[config.mk]
export PLATFORM = sky130hd
export DESIGN_NAME = acc_cpu_ctrl
export DESIGN_NICKNAME = d
export VERILOG_FILES = /design/src/sv/acc_cpu_pkg.sv /design/src/sv/acc_cpu_ctrl.sv
export VERILOG_INCLUDE_DIRS = /design/src /design/src/sv
export SDC_FILE = /design/constraint.sdc
export NUM_CORES = 1
export LEC_CHECK = 0
export BUFFER_PORTS_ARGS = -buffer_cell sky130_fd_sc_hd__buf_2
export CAP_MARGIN = 40
export CORE_MARGIN = 2
export CORE_UTILIZATION = 44
export CTS_BUF_LIST = sky130_fd_sc_hd__clkbuf_8
export DETAILED_ROUTE_END_ITERATION = 10
export PLACE_DENSITY = 0.87
export SKIP_LAST_GASP = 1
export SYNTH_ARGS = -nofsm -noshare
export SYNTH_HDL_FRONTEND = slang
export SYNTH_SLANG_ARGS = --single-unit
[constraint.sdc]
create_clock -name clk -period 2.9 [get_ports clk]
set_clock_uncertainty 0.2 [all_clocks]
set_input_delay 0.29 -clock clk [delete_from_list [all_inputs] [get_ports clk]]
set_output_delay 0.29 -clock clk [all_outputs]
set_load 0.01 [all_outputs]
[src/sv/accumulator_cpu_core_unit_assert.svh]
// assertion macros for the accumulator core
// used by the controller and the top level
`ifndef ACCUMULATOR_CPU_CORE_UNIT_ASSERT_SVH
`define ACCUMULATOR_CPU_CORE_UNIT_ASSERT_SVH
`ifndef SYNTHESIS
`define ACC_ASSERT_IMP(label, clk, rst, a, b) \
  label: assert property (@(posedge clk) disable iff (rst) (a) |-> (b)) else $error("%m failed");
`define ACC_ASSERT_NXT(label, clk, rst, a, b) \
  label: assert property (@(posedge clk) disable iff (rst) (a) |=> (b)) else $error("%m failed");
`else
`define ACC_ASSERT_IMP(label, clk, rst, a, b)
`define ACC_ASSERT_NXT(label, clk, rst, a, b)
`endif
`endif

[src/sv/acc_cpu_pkg.sv]
// shared types, constants and codes of the accumulator core
// no dependencies
package acc_cpu_pkg;
  localparam int MEM_WORDS = 1024;
  localparam int AW = $clog2(MEM_WORDS);

  localparam logic [2:0] ST_LOADED = 3'd0;
  localparam logic [2:0] ST_EXEC   = 3'd1;
  localparam logic [2:0] ST_HALT   = 3'd2;
  localparam logic [2:0] ST_DIVZ   = 3'd3;
  localparam logic [2:0] ST_BADOP  = 3'd4;

  localparam logic [31:0] OP_ADD = 32'd1;
  localparam logic [31:0] OP_SUB = 32'd2;
  localparam logic [31:0] OP_MUL = 32'd3;
  localparam logic [31:0] OP_DIV = 32'd4;
  localparam logic [31:0] OP_JMP = 32'd5;
  localparam logic [31:0] OP_JMPN = 32'd6;
  localparam logic [31:0] OP_JMPP = 32'd7;
  localparam logic [31:0] OP_JMPZ = 32'd8;
  localparam logic [31:0] OP_COPY = 32'd9;
  localparam logic [31:0] OP_LOAD = 32'd10;
  localparam logic [31:0] OP_STORE = 32'd11;
  localparam logic [31:0] OP_INPUT = 32'd12;
  localparam logic [31:0] OP_OUTPUT = 32'd13;
  localparam logic [31:0] OP_STOP = 32'd14;

  // memory address source
  localparam logic [2:0] MA_LOAD = 3'd0;
  localparam logic [2:0] MA_PC   = 3'd1;
  localparam logic [2:0] MA_PC1  = 3'd2;
  localparam logic [2:0] MA_PC2  = 3'd3;
  localparam logic [2:0] MA_A1   = 3'd4;
  localparam logic [2:0] MA_A2   = 3'd5;

  // memory word register to capture
  localparam logic [2:0] CAP_NONE = 3'd0;
  localparam logic [2:0] CAP_OP   = 3'd1;
  localparam logic [2:0] CAP_A1   = 3'd2;
  localparam logic [2:0] CAP_A2   = 3'd3;
  localparam logic [2:0] CAP_OPND = 3'd4;

  // memory write data source
  localparam logic [1:0] WD_LOAD  = 2'd0;
  localparam logic [1:0] WD_OPND  = 2'd1;
  localparam logic [1:0] WD_ACC   = 2'd2;
  localparam logic [1:0] WD_INPUT = 2'd3;

  typedef struct packed {
    logic        in_load;
    logic [2:0]  mem_addr_sel;
    logic        mem_we;
    logic [1:0]  wdata_sel;
    logic [2:0]  capture;
    logic        exec;        // apply the instruction
    logic        div_start;
    logic        result_load;
    logic [2:0]  result_status;
  } acc_cmd_t;

  typedef struct packed {
    logic [31:0] opcode;
    logic        op_divz;
    logic        div_done;
    logic        req_type;
  } acc_stat_t;
endpackage

[src/sv/acc_cpu_ctrl.sv]
// controller state machine sequencing memory reads, execution and result
// depends on acc_cpu_pkg and the assertion header
`include "accumulator_cpu_core_unit_assert.svh"
module acc_cpu_ctrl (
  input  logic                  clk,
  input  logic                  rst,
  input  logic                  in_valid,
  output logic                  in_ready,
  output logic                  out_valid,
  input  logic                  out_ready,
  input  acc_cpu_pkg::acc_stat_t stat,
  output acc_cpu_pkg::acc_cmd_t  cmd
);
  localparam logic [3:0] S_IDLE = 4'd0, S_OPRD = 4'd1, S_OPCAP = 4'd2,
    S_A1CAP = 4'd3, S_A2CAP = 4'd4, S_OPNDRD = 4'd5, S_OPNDCAP = 4'd6,
    S_MUL = 4'd7, S_DIV = 4'd8, S_EXEC = 4'd9, S_WAIT = 4'd10;

  logic [3:0] state, state_next;
  logic halted, halted_next, out_valid_next;
  logic [31:0] op;

  assign op = stat.opcode;
  assign in_ready = (state == S_IDLE) && (!out_valid || out_ready);

  always_comb begin
    cmd = '0;
    state_next = state;
    halted_next = halted;
    out_valid_next = out_valid && !out_ready;
    case (state)
      S_IDLE: begin
        // a load item writes straight from the port at acceptance
        cmd.mem_addr_sel = acc_cpu_pkg::MA_LOAD;
        if (in_valid && in_ready) begin
          state_next = S_OPRD;
          cmd.in_load = 1'b1;
        end
      end
      S_OPRD: begin
        if (!stat.req_type) begin
          // load item already written, report it
          cmd.result_load = 1'b1;
          cmd.result_status = acc_cpu_pkg::ST_LOADED;
          out_valid_next = 1'b1;
          state_next = S_IDLE;
        end else if (halted) begin
          cmd.result_load = 1'b1;
          cmd.result_status = acc_cpu_pkg::ST_HALT;
          out_valid_next = 1'b1;
          state_next = S_IDLE;
        end else begin
          cmd.mem_addr_sel = acc_cpu_pkg::MA_PC;
          state_next = S_OPCAP;
        end
      end
      S_OPCAP: begin
        cmd.capture = acc_cpu_pkg::CAP_OP;
        cmd.mem_addr_sel = acc_cpu_pkg::MA_PC1;
        state_next = S_A1CAP;
      end
      S_A1CAP: begin
        cmd.capture = acc_cpu_pkg::CAP_A1;
        cmd.mem_addr_sel = acc_cpu_pkg::MA_PC2;
        state_next = S_A2CAP;
      end
      S_A2CAP: begin
        cmd.capture = acc_cpu_pkg::CAP_A2;
        state_next = S_OPNDRD;
      end
      S_OPNDRD: begin
        cmd.mem_addr_sel = acc_cpu_pkg::MA_A1;
        state_next = S_OPNDCAP;
      end
      S_OPNDCAP: begin
        cmd.capture = acc_cpu_pkg::CAP_OPND;
        if (op == acc_cpu_pkg::OP_MUL) state_next = S_MUL;
        else if (op == acc_cpu_pkg::OP_DIV) state_next = S_DIV;
        else state_next = S_EXEC;
      end
      S_MUL: state_next = S_EXEC;
      S_DIV: begin
        if (stat.op_divz) state_next = S_EXEC;
        else begin
          cmd.div_start = 1'b1;
          state_next = S_WAIT;
        end
      end
      S_WAIT: if (stat.div_done) state_next = S_EXEC;
      S_EXEC: begin
        cmd.result_load = 1'b1;
        out_valid_next = 1'b1;
        state_next = S_IDLE;
        if (op == acc_cpu_pkg::OP_STOP) begin
          halted_next = 1'b1;
          cmd.result_status = acc_cpu_pkg::ST_HALT;
        end else if (op < acc_cpu_pkg::OP_ADD || op > acc_cpu_pkg::OP_STOP) begin
          cmd.result_status = acc_cpu_pkg::ST_BADOP;
        end else begin
          cmd.exec = 1'b1;
          cmd.result_status = (op == acc_cpu_pkg::OP_DIV && stat.op_divz) ?
            acc_cpu_pkg::ST_DIVZ : acc_cpu_pkg::ST_EXEC;
          if (op == acc_cpu_pkg::OP_COPY) begin
            cmd.mem_we = 1'b1;
            cmd.mem_addr_sel = acc_cpu_pkg::MA_A2;
            cmd.wdata_sel = acc_cpu_pkg::WD_OPND;
          end else if (op == acc_cpu_pkg::OP_STORE) begin
            cmd.mem_we = 1'b1;
            cmd.mem_addr_sel = acc_cpu_pkg::MA_A1;
            cmd.wdata_sel = acc_cpu_pkg::WD_ACC;
          end else if (op == acc_cpu_pkg::OP_INPUT) begin
            cmd.mem_we = 1'b1;
            cmd.mem_addr_sel = acc_cpu_pkg::MA_A1;
            cmd.wdata_sel = acc_cpu_pkg::WD_INPUT;
          end
        end
      end
      default: state_next = S_IDLE;
    endcase
  end

  always_ff @(posedge clk) begin
    if (rst) begin
      state <= S_IDLE;
      halted <= 1'b0;
      out_valid <= 1'b0;
    end else begin
      state <= state_next;
      halted <= halted_next;
      out_valid <= out_valid_next;
    end
  end

  `ACC_ASSERT_IMP(a_ready_idle, clk, rst, in_ready, state == S_IDLE)
  `ACC_ASSERT_NXT(a_halt_sticks, clk, rst, halted, halted)
  `ACC_ASSERT_IMP(a_we_exec, clk, rst, cmd.mem_we && state != S_IDLE, cmd.exec)
endmodule

==> impl_metrics.ini, run 1 <==
[final_layout]
layout-drive-gt1-share = 0.471
layout.nets = 196
stdcell_area_um2 = 1080
diodes = 0
fin_util = 0.641
area_growth_pct = 41.0

[yosys]
ys_ff_latch = 6
synth_top_family_by_area = simple AND/OR/NAND/NOR gates
yosysSeqAreaShare = 0.156
synth.avg_cell_area_um2 = 7.53
synth_edf_count = 0
syn_inst = 102
syn_nets = 141
synthXorXnorAreaFrac = 0.0114
yosys.area_share.simple = 0.528
yosysWarnings = 0
synth_compound_area_frac = 0.249
netlist_area_um2 = 768
synth.distinct_cells = 41
ys.flop_type = dfxtp_1
synth_fa_ha_area_frac = 0
synth_mux_area_frac = 0
async_reset_ff_frac = 0

[hold_path]
min-delay-start = rst
worstHoldPathCells = 2
min_path_type = primary input to register
whs_endpoint = out_valid$_SDFF_PP0_

[worst_setup_path]
critPathCaptureType = primary output
required_ns = 2.41
timing.reg2reg.setup_slack_ns = 0.88
path_cells = inv_1 -> nor3b_1 -> nand4_1 -> o41ai_2 -> buf_2
slowest_stage = dfxtp_1
path_class = register to primary output
r2r_end = halted$_SDFFE_PP0P_
critPathMaxStageDelay_ns = 0.53
r2r_cells = 4
cp.arrival_ns = 2.14
crit_fanout = 13
start_kind = register
reg2reg_from = state[3]$_SDFFE_PP0P_

[routing]
num_vias = 1004
vias_per_cell = 5.84
drt_iter0_drc = 25
drt-pass1-iter-count = 4
drt-total-wl_um = 2340
wl_per_cell_um = 13.6
ant_nets = 0
route.detailed.drc = 0

[grt]
grt_start_max_net_pins = 18
grt_pass1_vias = 898
antenna_found_initial = 0
gr-usage-all-layers = 0.247
grt_pass1_wl_um = 3800
gr-total-overflow = 0

[clocking]
insertion_delay_ns = 0.23
path_clk_slew_ns = 0.04
cts_made_buffers = 3
cts_setup_buffers = 0
cts_resized = 0
clock_path_buffers = 2
ctsHoldBuffers = 0
tritoncts = built
htree_num_levels = 1
cts_root_buf = clkbuf_8
cts_sinks = 6

[floorplanning]
die_w_um = 45.8
start_util = 0.455
rows = 15
die_h_um = 45.8
core-area_um2 = 1690
die_area_um2 = 2100
ios = 57

[pwr]
p_per_area_nw_per_um2 = 335
max-vdd-ir-drop_uv = 173
p_leak_uw = 0.000504

[timing]
slew_viol_final = 0
hold_viol = 0
worstMarginPinSlew_ns = 0.479
fin_tns_setup_ns = 0
post-route-min-period_ns = 2.63
rsz0062_at_grt = false
setup_viol = 0
slew_headroom = 0.680
timing.final.crit_share = 0.905
clock.fmax_mhz = 381

[placement]
place_area_um2 = 1040
finalWeightedCongestion = 0.888
place_hpwl_um = 1890
io_buffers = 56

[outcome]
status = finished, final reports clean

[run]
maxCapViolCount = 0
registers in the layout, summed over array words and instances, names as in the netlist:
register	count
halted	1
state	4
out_valid	1
placed cells by master, fill, tap and decap left out, drive strengths merged:
cell     count
o41a         2
nor2b        7
nand2        7
nand3b       1
nand4b       1
o41ai        2
and2         1
and4         1
o22a         1
nand4        3
nand3        4
o31ai        2
o2111a       1
a2111oi      1
buf         56
a21oi        6
nand2b       5
dfxtp        6
a21boi       1
a31oi        1
and4bb       2
o21a         1
clkbuf       3
or2          2
inv          4
and3         2
a21o         1
or3b         1
nor2         8
nor3b        4
o32ai        1
o21ai        3
o31a         1
nor3         4
xnor2        1
nor4         3
or4          5
synth_stat cells, types with 4 or more instances:
library cell,number,area share
nand2_1,7,0.034
nor2b_1,7,0.057
dfxtp_1,6,0.16
clkbuf_1,4,0.020
nor3b_1,4,0.039
nor2_1,6,0.029
nor3_1,4,0.026
inv_1,4,0.020
a21oi_1,6,0.039
nand2b_1,5,0.041
area by class of cell:
class | count | area [um^2]
fill | 155 | 606
tap | 17 | 21.3
multi-input combinational | 86 | 606
sequential | 6 | 120
timing repair buffer | 56 | 280
clock buffer | 3 | 41.3
inverter | 4 | 15.0
worst max-delay path: cells and delay by family, from the launching register on:
kind | cells | cell delay [ns]
compound gates | 1 | 0.32
flops | 1 | 0.53
simple gates | 2 | 0.73
buf+inv | 2 | 0.34
logic make-up after synthesis:
group / Yosys count
buffers and inverters: 10
DFF: 6
AOI/OAI and AO/OA: 24
xor gates and xnor gates: 1
and+or+nand+nor: 61
how the worst max path moves through the flow:
stage | startpoint | to | slack (ns) | cells after the start
final | state[3]$_SDFFE_PP0P_ | cmd[12] | 0.27 | 5
after global routing | state[3]$_SDFFE_PP0P_ | cmd[9] | 0.13 | 5
after detailed placement | state[3]$_SDFFE_PP0P_ | cmd[12] | 0.56 | 5
after global placement | stat[17] | cmd[12] | 0.62 | 6
after CTS | state[3]$_SDFFE_PP0P_ | cmd[12] | 0.30 | 5
after floorplan | stat[17] | cmd[9] | 0.72 | 4
through the flow:
stage               instances  setup slack [ns]  hold slack, ns  power [uW]
CTS                       172             0.301          0.0971         364
detailed placement        169             0.556           0.332         234
global placement          169             0.617           0.305         230
global route              172             0.134           0.106         389
finish                    172             0.274           0.102         363
floorplan                 102             0.718           0.159         180
where the power goes:
group / internal [uW] / total, uW / switching, uW
sequential: 89.3 / 104 / 15.0
combinational: 66.6 / 130 / 63.1
clock: 89.5 / 129 / 39.5
metal layers:
metal / track usage / vias to the layer above / share of wire
li1: - / 494 / -
met2: 0.397 / 31 / 0.51
met1: 0.313 / 475 / 0.43
met5: 0 / - / 0
met4: 0.114 / 0 / 0.018
met3: 0.0516 / 4 / 0.045
Power figures use the tool's default switching activity.
==> run 2, diff against run 1 <==
- BUFFER_PORTS_ARGS: -buffer_cell sky130_fd_sc_hd__buf_2 -> unset
- CORE_AREA: unset -> 2 2 39 41
- CORE_MARGIN: 2 -> unset
- CORE_UTILIZATION: 44 -> unset
- DIE_AREA: unset -> 0 0 41 43
- DONT_BUFFER_PORTS: unset -> 1
- HOLD_SLACK_MARGIN: unset -> 0.1
- PLACE_DENSITY: 0.87 -> 0.73
==> impl_metrics.ini, run 2 (synthesis results as in run 1) <==
[outcome]
status = finished, final reports clean

[floorplanning]
die_h_um = 43
die_area_um2 = 1760
rows = 14
start_util = 0.555
core-area_um2 = 1380
die_w_um = 41
ios = 57

[routing]
wl_per_cell_um = 15.7
drt_iter0_drc = 26
drt-pass1-iter-count = 4
vias_per_cell = 6.51
ant_nets = 0
route.detailed.drc = 0
num_vias = 781
drt-total-wl_um = 1890

[pwr]
finalPower_uw = 321
max-vdd-ir-drop_uv = 362
p_per_area_nw_per_um2 = 378
p_leak_uw = 0.000279

[worst_setup_path]
start_kind = register
r2r_end = halted$_SDFFE_PP0P_
r2r_cells = 4
cp.arrival_ns = 2.17
reg2reg_from = state[3]$_SDFFE_PP0P_
timing.reg2reg.setup_slack_ns = 0.90
path_class = register to primary output
required_ns = 2.41
crit_fanout = 13
critPathCaptureType = primary output

[grt]
gr-usage-all-layers = 0.237
grt_pass1_wl_um = 2890
grt_start_max_net_pins = 18
antenna_found_initial = 0
gr-total-overflow = 0
grt_pass1_vias = 646

[final_layout]
fill_cells = 141
layout-drive-gt1-share = 0.173
area_growth_pct = 10.6
top_register = state
layout.nets = 145
reg_top3 = state x4, halted x1, out_valid x1
largest_reg_flops = 4
final_cell_mix = nor2b_1, nand2_1, a21oi_1, nor2_1, dfxtp_1
diodes = 0

[clocking]
tritoncts = built
cts_resized = 0
cts_root_buf = clkbuf_8
cts_sinks = 6
htree_num_levels = 1
ctsHoldBuffers = 4
cts_made_buffers = 3
clock_path_buffers = 2
insertion_delay_ns = 0.22
cts_setup_buffers = 0
path_clk_slew_ns = 0.04

[timing]
worstMarginPinSlew_ns = 0.496
setup_viol = 0
slew_headroom = 0.669
whs_ns = 0.145
slew_viol_final = 0
post-route-min-period_ns = 2.66
timing.final.crit_share = 0.919
finalWorstSetupSlack_ns = 0.236
clock.fmax_mhz = 375
rsz0062_at_grt = false
fin_tns_setup_ns = 0
hold_viol = 0

[hold_path]
min_path_type = primary input to register
worstHoldPathCells = 3
min-delay-start = stat[5]
whs_endpoint = state[3]$_SDFFE_PP0P_

[run]
maxCapViolCount = 0

[placement]
io_buffers = 0
finalWeightedCongestion = 0.851
post-place-ws_ns = 0.487
place_hpwl_um = 1520
==> run 2: worst max path at each step <==
| stage | startpoint | to | cells after the start |
|---|---|---|---|
| after floorplan | stat[17] | cmd[9] | 4 |
| after global routing | state[0]$_SDFFE_PP0P_ | cmd[14] | 4 |
| after CTS | state[3]$_SDFFE_PP0P_ | cmd[14] | 4 |
| after detailed placement | state[3]$_SDFFE_PP0P_ | cmd[14] | 4 |
| final | state[3]$_SDFFE_PP0P_ | cmd[14] | 4 |
| after global placement | state[3]$_SDFFE_PP0P_ | cmd[14] | 4 |
==> run 2: power by group <==
| part | switching [uW] | internal (uW) |
|---|---|---|
| clock | 35.6 | 89.1 |
| sequential | 16.1 | 89.3 |
| combinational | 48.1 | 42.5 |
| total | 99.9 | 221 |
==> run 2: critical path, cell delays in order, from the launching register on <==
cell,delay [ns]
dfxtp_1,0.52
inv_1,0.15
nor3b_1,0.47
nand4_1,0.31
o31ai_1,0.50
==> run 2: per-layer routing <==
| metal | global-route usage | vias up | wire length, um |
|---|---|---|---|
| met5 | 0 | - | 0 |
| met4 | 0.0800 | 0 | 23 |
| met3 | 0.0419 | 2 | 144 |
| met2 | 0.384 | 27 | 984 |
| met1 | 0.301 | 357 | 737 |
| li1 | - | 395 | - |
==> run 2: cell type report <==
cell class              instances  area (um^2)  area share
flip-flops and latches          6          120       0.141
repair buffers                  5         47.5      0.0560
multi-input cells              86          606       0.713
inverters                       4         15.0      0.0177
well taps                      16         20.0      0.0236
clock buffers                   3         41.3      0.0486
==> run 2: through the flow <==
step | util | std cells | instance area (um^2)
floorplan | - | 102 | 768
global placement | 0.555 | 113 | 768
detailed placement | 0.555 | 113 | 768
CTS | 0.614 | 120 | 850
global route | 0.614 | 120 | 850
finish | 0.614 | 120 | 850
==> run 3, diff against run 2 <==
--- a/config.mk
+++ b/config.mk
@@ -7,4 +7,5 @@
 export NUM_CORES = 1
 export LEC_CHECK = 0
+export ABC_CLOCK_PERIOD_IN_PS = 2900
 export CAP_MARGIN = 40
 export CORE_AREA = 2 2 39 41
@@ -15,4 +16,5 @@
 export HOLD_SLACK_MARGIN = 0.1
 export PLACE_DENSITY = 0.73
+export SETUP_SLACK_MARGIN = 0.5
 export SKIP_LAST_GASP = 1
 export SYNTH_ARGS = -nofsm -noshare
==> constraint.sdc (replaced) <==
create_clock -name clk -period 2.9 [get_ports clk]
set_clock_uncertainty 0.2 [all_clocks]
set_input_delay 0.145 -clock clk [delete_from_list [all_inputs] [get_ports clk]]
set_output_delay 0.145 -clock clk [all_outputs]
set_load 0.01 [all_outputs]
==> impl_metrics.ini, run 3 (synthesis results as in run 1) <==
[worst_setup_path]
path_cells = nor2b_1 -> nor3b_4 -> nand4_1 -> buf_4 -> o41ai_2 -> dlygate4sd3_1
critical_path.top_delay_family = buffers and inverters
cp.arrival_ns = 2.24
path_class = register to register
required_ns = 2.86
critPathCaptureType = register
slowest_stage = dlygate4sd3_1
cp_num_cells = 6
start_kind = register
critPathMaxStageDelay_ns = 0.58
critPathBufInv = 2
crit_fanout = 12
r2r_cells = 6

[routing]
wl_per_cell_um = 16.0
num_vias = 830
drt-pass1-iter-count = 4
route.detailed.drc = 0
ant_nets = 0
drt_iter0_drc = 20
vias_per_cell = 6.54
drt-total-wl_um = 2040

[final_layout]
reg_top3 = state x4, halted x1, out_valid x1
diodes = 0
layout-drive-gt1-share = 0.207
layout.nets = 152
fill_cells = 118
layout_commonest_cell = dlygate4sd3_1
largest_reg_flops = 4
area_growth_pct = 21.7
top_register = state
final_cell_mix = dlygate4sd3_1, nor2b_1, nand2_1, nor2_1
fin_util = 0.675

[grt]
antenna_found_initial = 0
grt_pass1_vias = 746
gr-total-overflow = 0
grt_pass1_wl_um = 3020
gr-usage-all-layers = 0.240
grt_start_max_net_pins = 18

[timing]
timing.final.crit_share = 0.786
clock.fmax_mhz = 439
slew_headroom = 0.705
setup_viol = 0
post-route-min-period_ns = 2.28
rsz0062_at_grt = false
hold_viol = 0
fin_tns_setup_ns = 0
slew_viol_final = 0
worstMarginPinSlew_ns = 0.439

[placement]
io_buffers = 0
place_hpwl_um = 1440
finalWeightedCongestion = 0.864

[floorplanning]
die_w_um = 41
ios = 57
start_util = 0.555
die_area_um2 = 1760
rows = 14
core-area_um2 = 1380
die_h_um = 43

[hold_path]
worstHoldPathCells = 4
min_path_type = primary input to register

[clocking]
path_clk_slew_ns = 0.04
cts_made_buffers = 3
clock_path_buffers = 2
insertion_delay_ns = 0.22
tritoncts = built
htree_num_levels = 1
cts_root_buf = clkbuf_8
cts_sinks = 6

[pwr]
p_leak_uw = 0.000318
p_per_area_nw_per_um2 = 354
max-vdd-ir-drop_uv = 313
finalPower_uw = 331

[outcome]
status = finished, final reports clean

[run]
maxCapViolCount = 0
## run 3: cell count changes in the layout (fill, tap and decap cells not counted)
| cell | change |
|---|---|
| dlygate4sd3_1 | +6 |
| dfxtp_1 | -2 |
| dfxtp_2 | +2 |
| a21oi_1 | -1 |
| a21oi_2 | +1 |
| buf_4 | +1 |
| nor3b_1 | -1 |
| nor3b_4 | +1 |
## run 3: worst paths after layout
kind,from,to,slack (ns)
worst max register to register,state[0]$_SDFFE_PP0P_,halted$_SDFFE_PP0P_,0.62
worst max-delay path,state[0]$_SDFFE_PP0P_,halted$_SDFFE_PP0P_,0.62
worst min register to register,halted$_SDFFE_PP0P_,state[1]$_SDFFE_PP0P_,0.47
worst min-delay path,stat[14],state[1]$_SDFFE_PP0P_,0.10
## run 3: worst min-delay path, stage by stage
cell and delay, ns:
or4_4 0.10, nor2_4 0.04, nand4_1 0.10, a31oi_1 0.08
## run 3: repair_timing
action,CTS,global route
setup endpoints to repair,4,6
buffers inserted,0,1
endpoints found under the hold margin,6,0
gates cloned,0,0
resized for setup,1,4
pin swaps,0,1
hold buffers,10,0
## run 3: stage by stage
step,cell area [um^2],hold slack (ns),setup slack (ns),cells
floorplan,768,0.0141,0.973,102
global placement,768,0.0155,0.745,113
detailed placement,768,0.0162,0.684,113
CTS,915,0.113,0.573,126
global route,935,0.123,0.506,127
finish,935,0.104,0.622,127
## run 3: per-layer routing
| metal | track usage | up-vias | part of all wire |
|---|---|---|---|
| li1 | - | 410 | - |
| met1 | 0.301 | 382 | 0.42 |
| met2 | 0.372 | 32 | 0.49 |
| met3 | 0.0838 | 6 | 0.068 |
| met4 | 0.0733 | 0 | 0.021 |
| met5 | 0 | - | 0 |
## run 3: area by class of cell
| class | instances | area (um^2) | share of cell area |
|---|---|---|---|
| clock buffers | 3 | 41.3 | 0.0442 |
| inverters | 4 | 15.0 | 0.0161 |
| multi-input cells | 86 | 621 | 0.664 |
| flip-flops and latches | 6 | 123 | 0.131 |
| well taps | 16 | 20.0 | 0.0214 |
| repair buffers | 12 | 115 | 0.123 |
## run 3: report_power, final
group,switching (uW),internal [uW],total (uW)
registers,16.8,89.7,106
clock network,34.7,89.1,124
logic,51.6,48.8,100
total,103,228,331
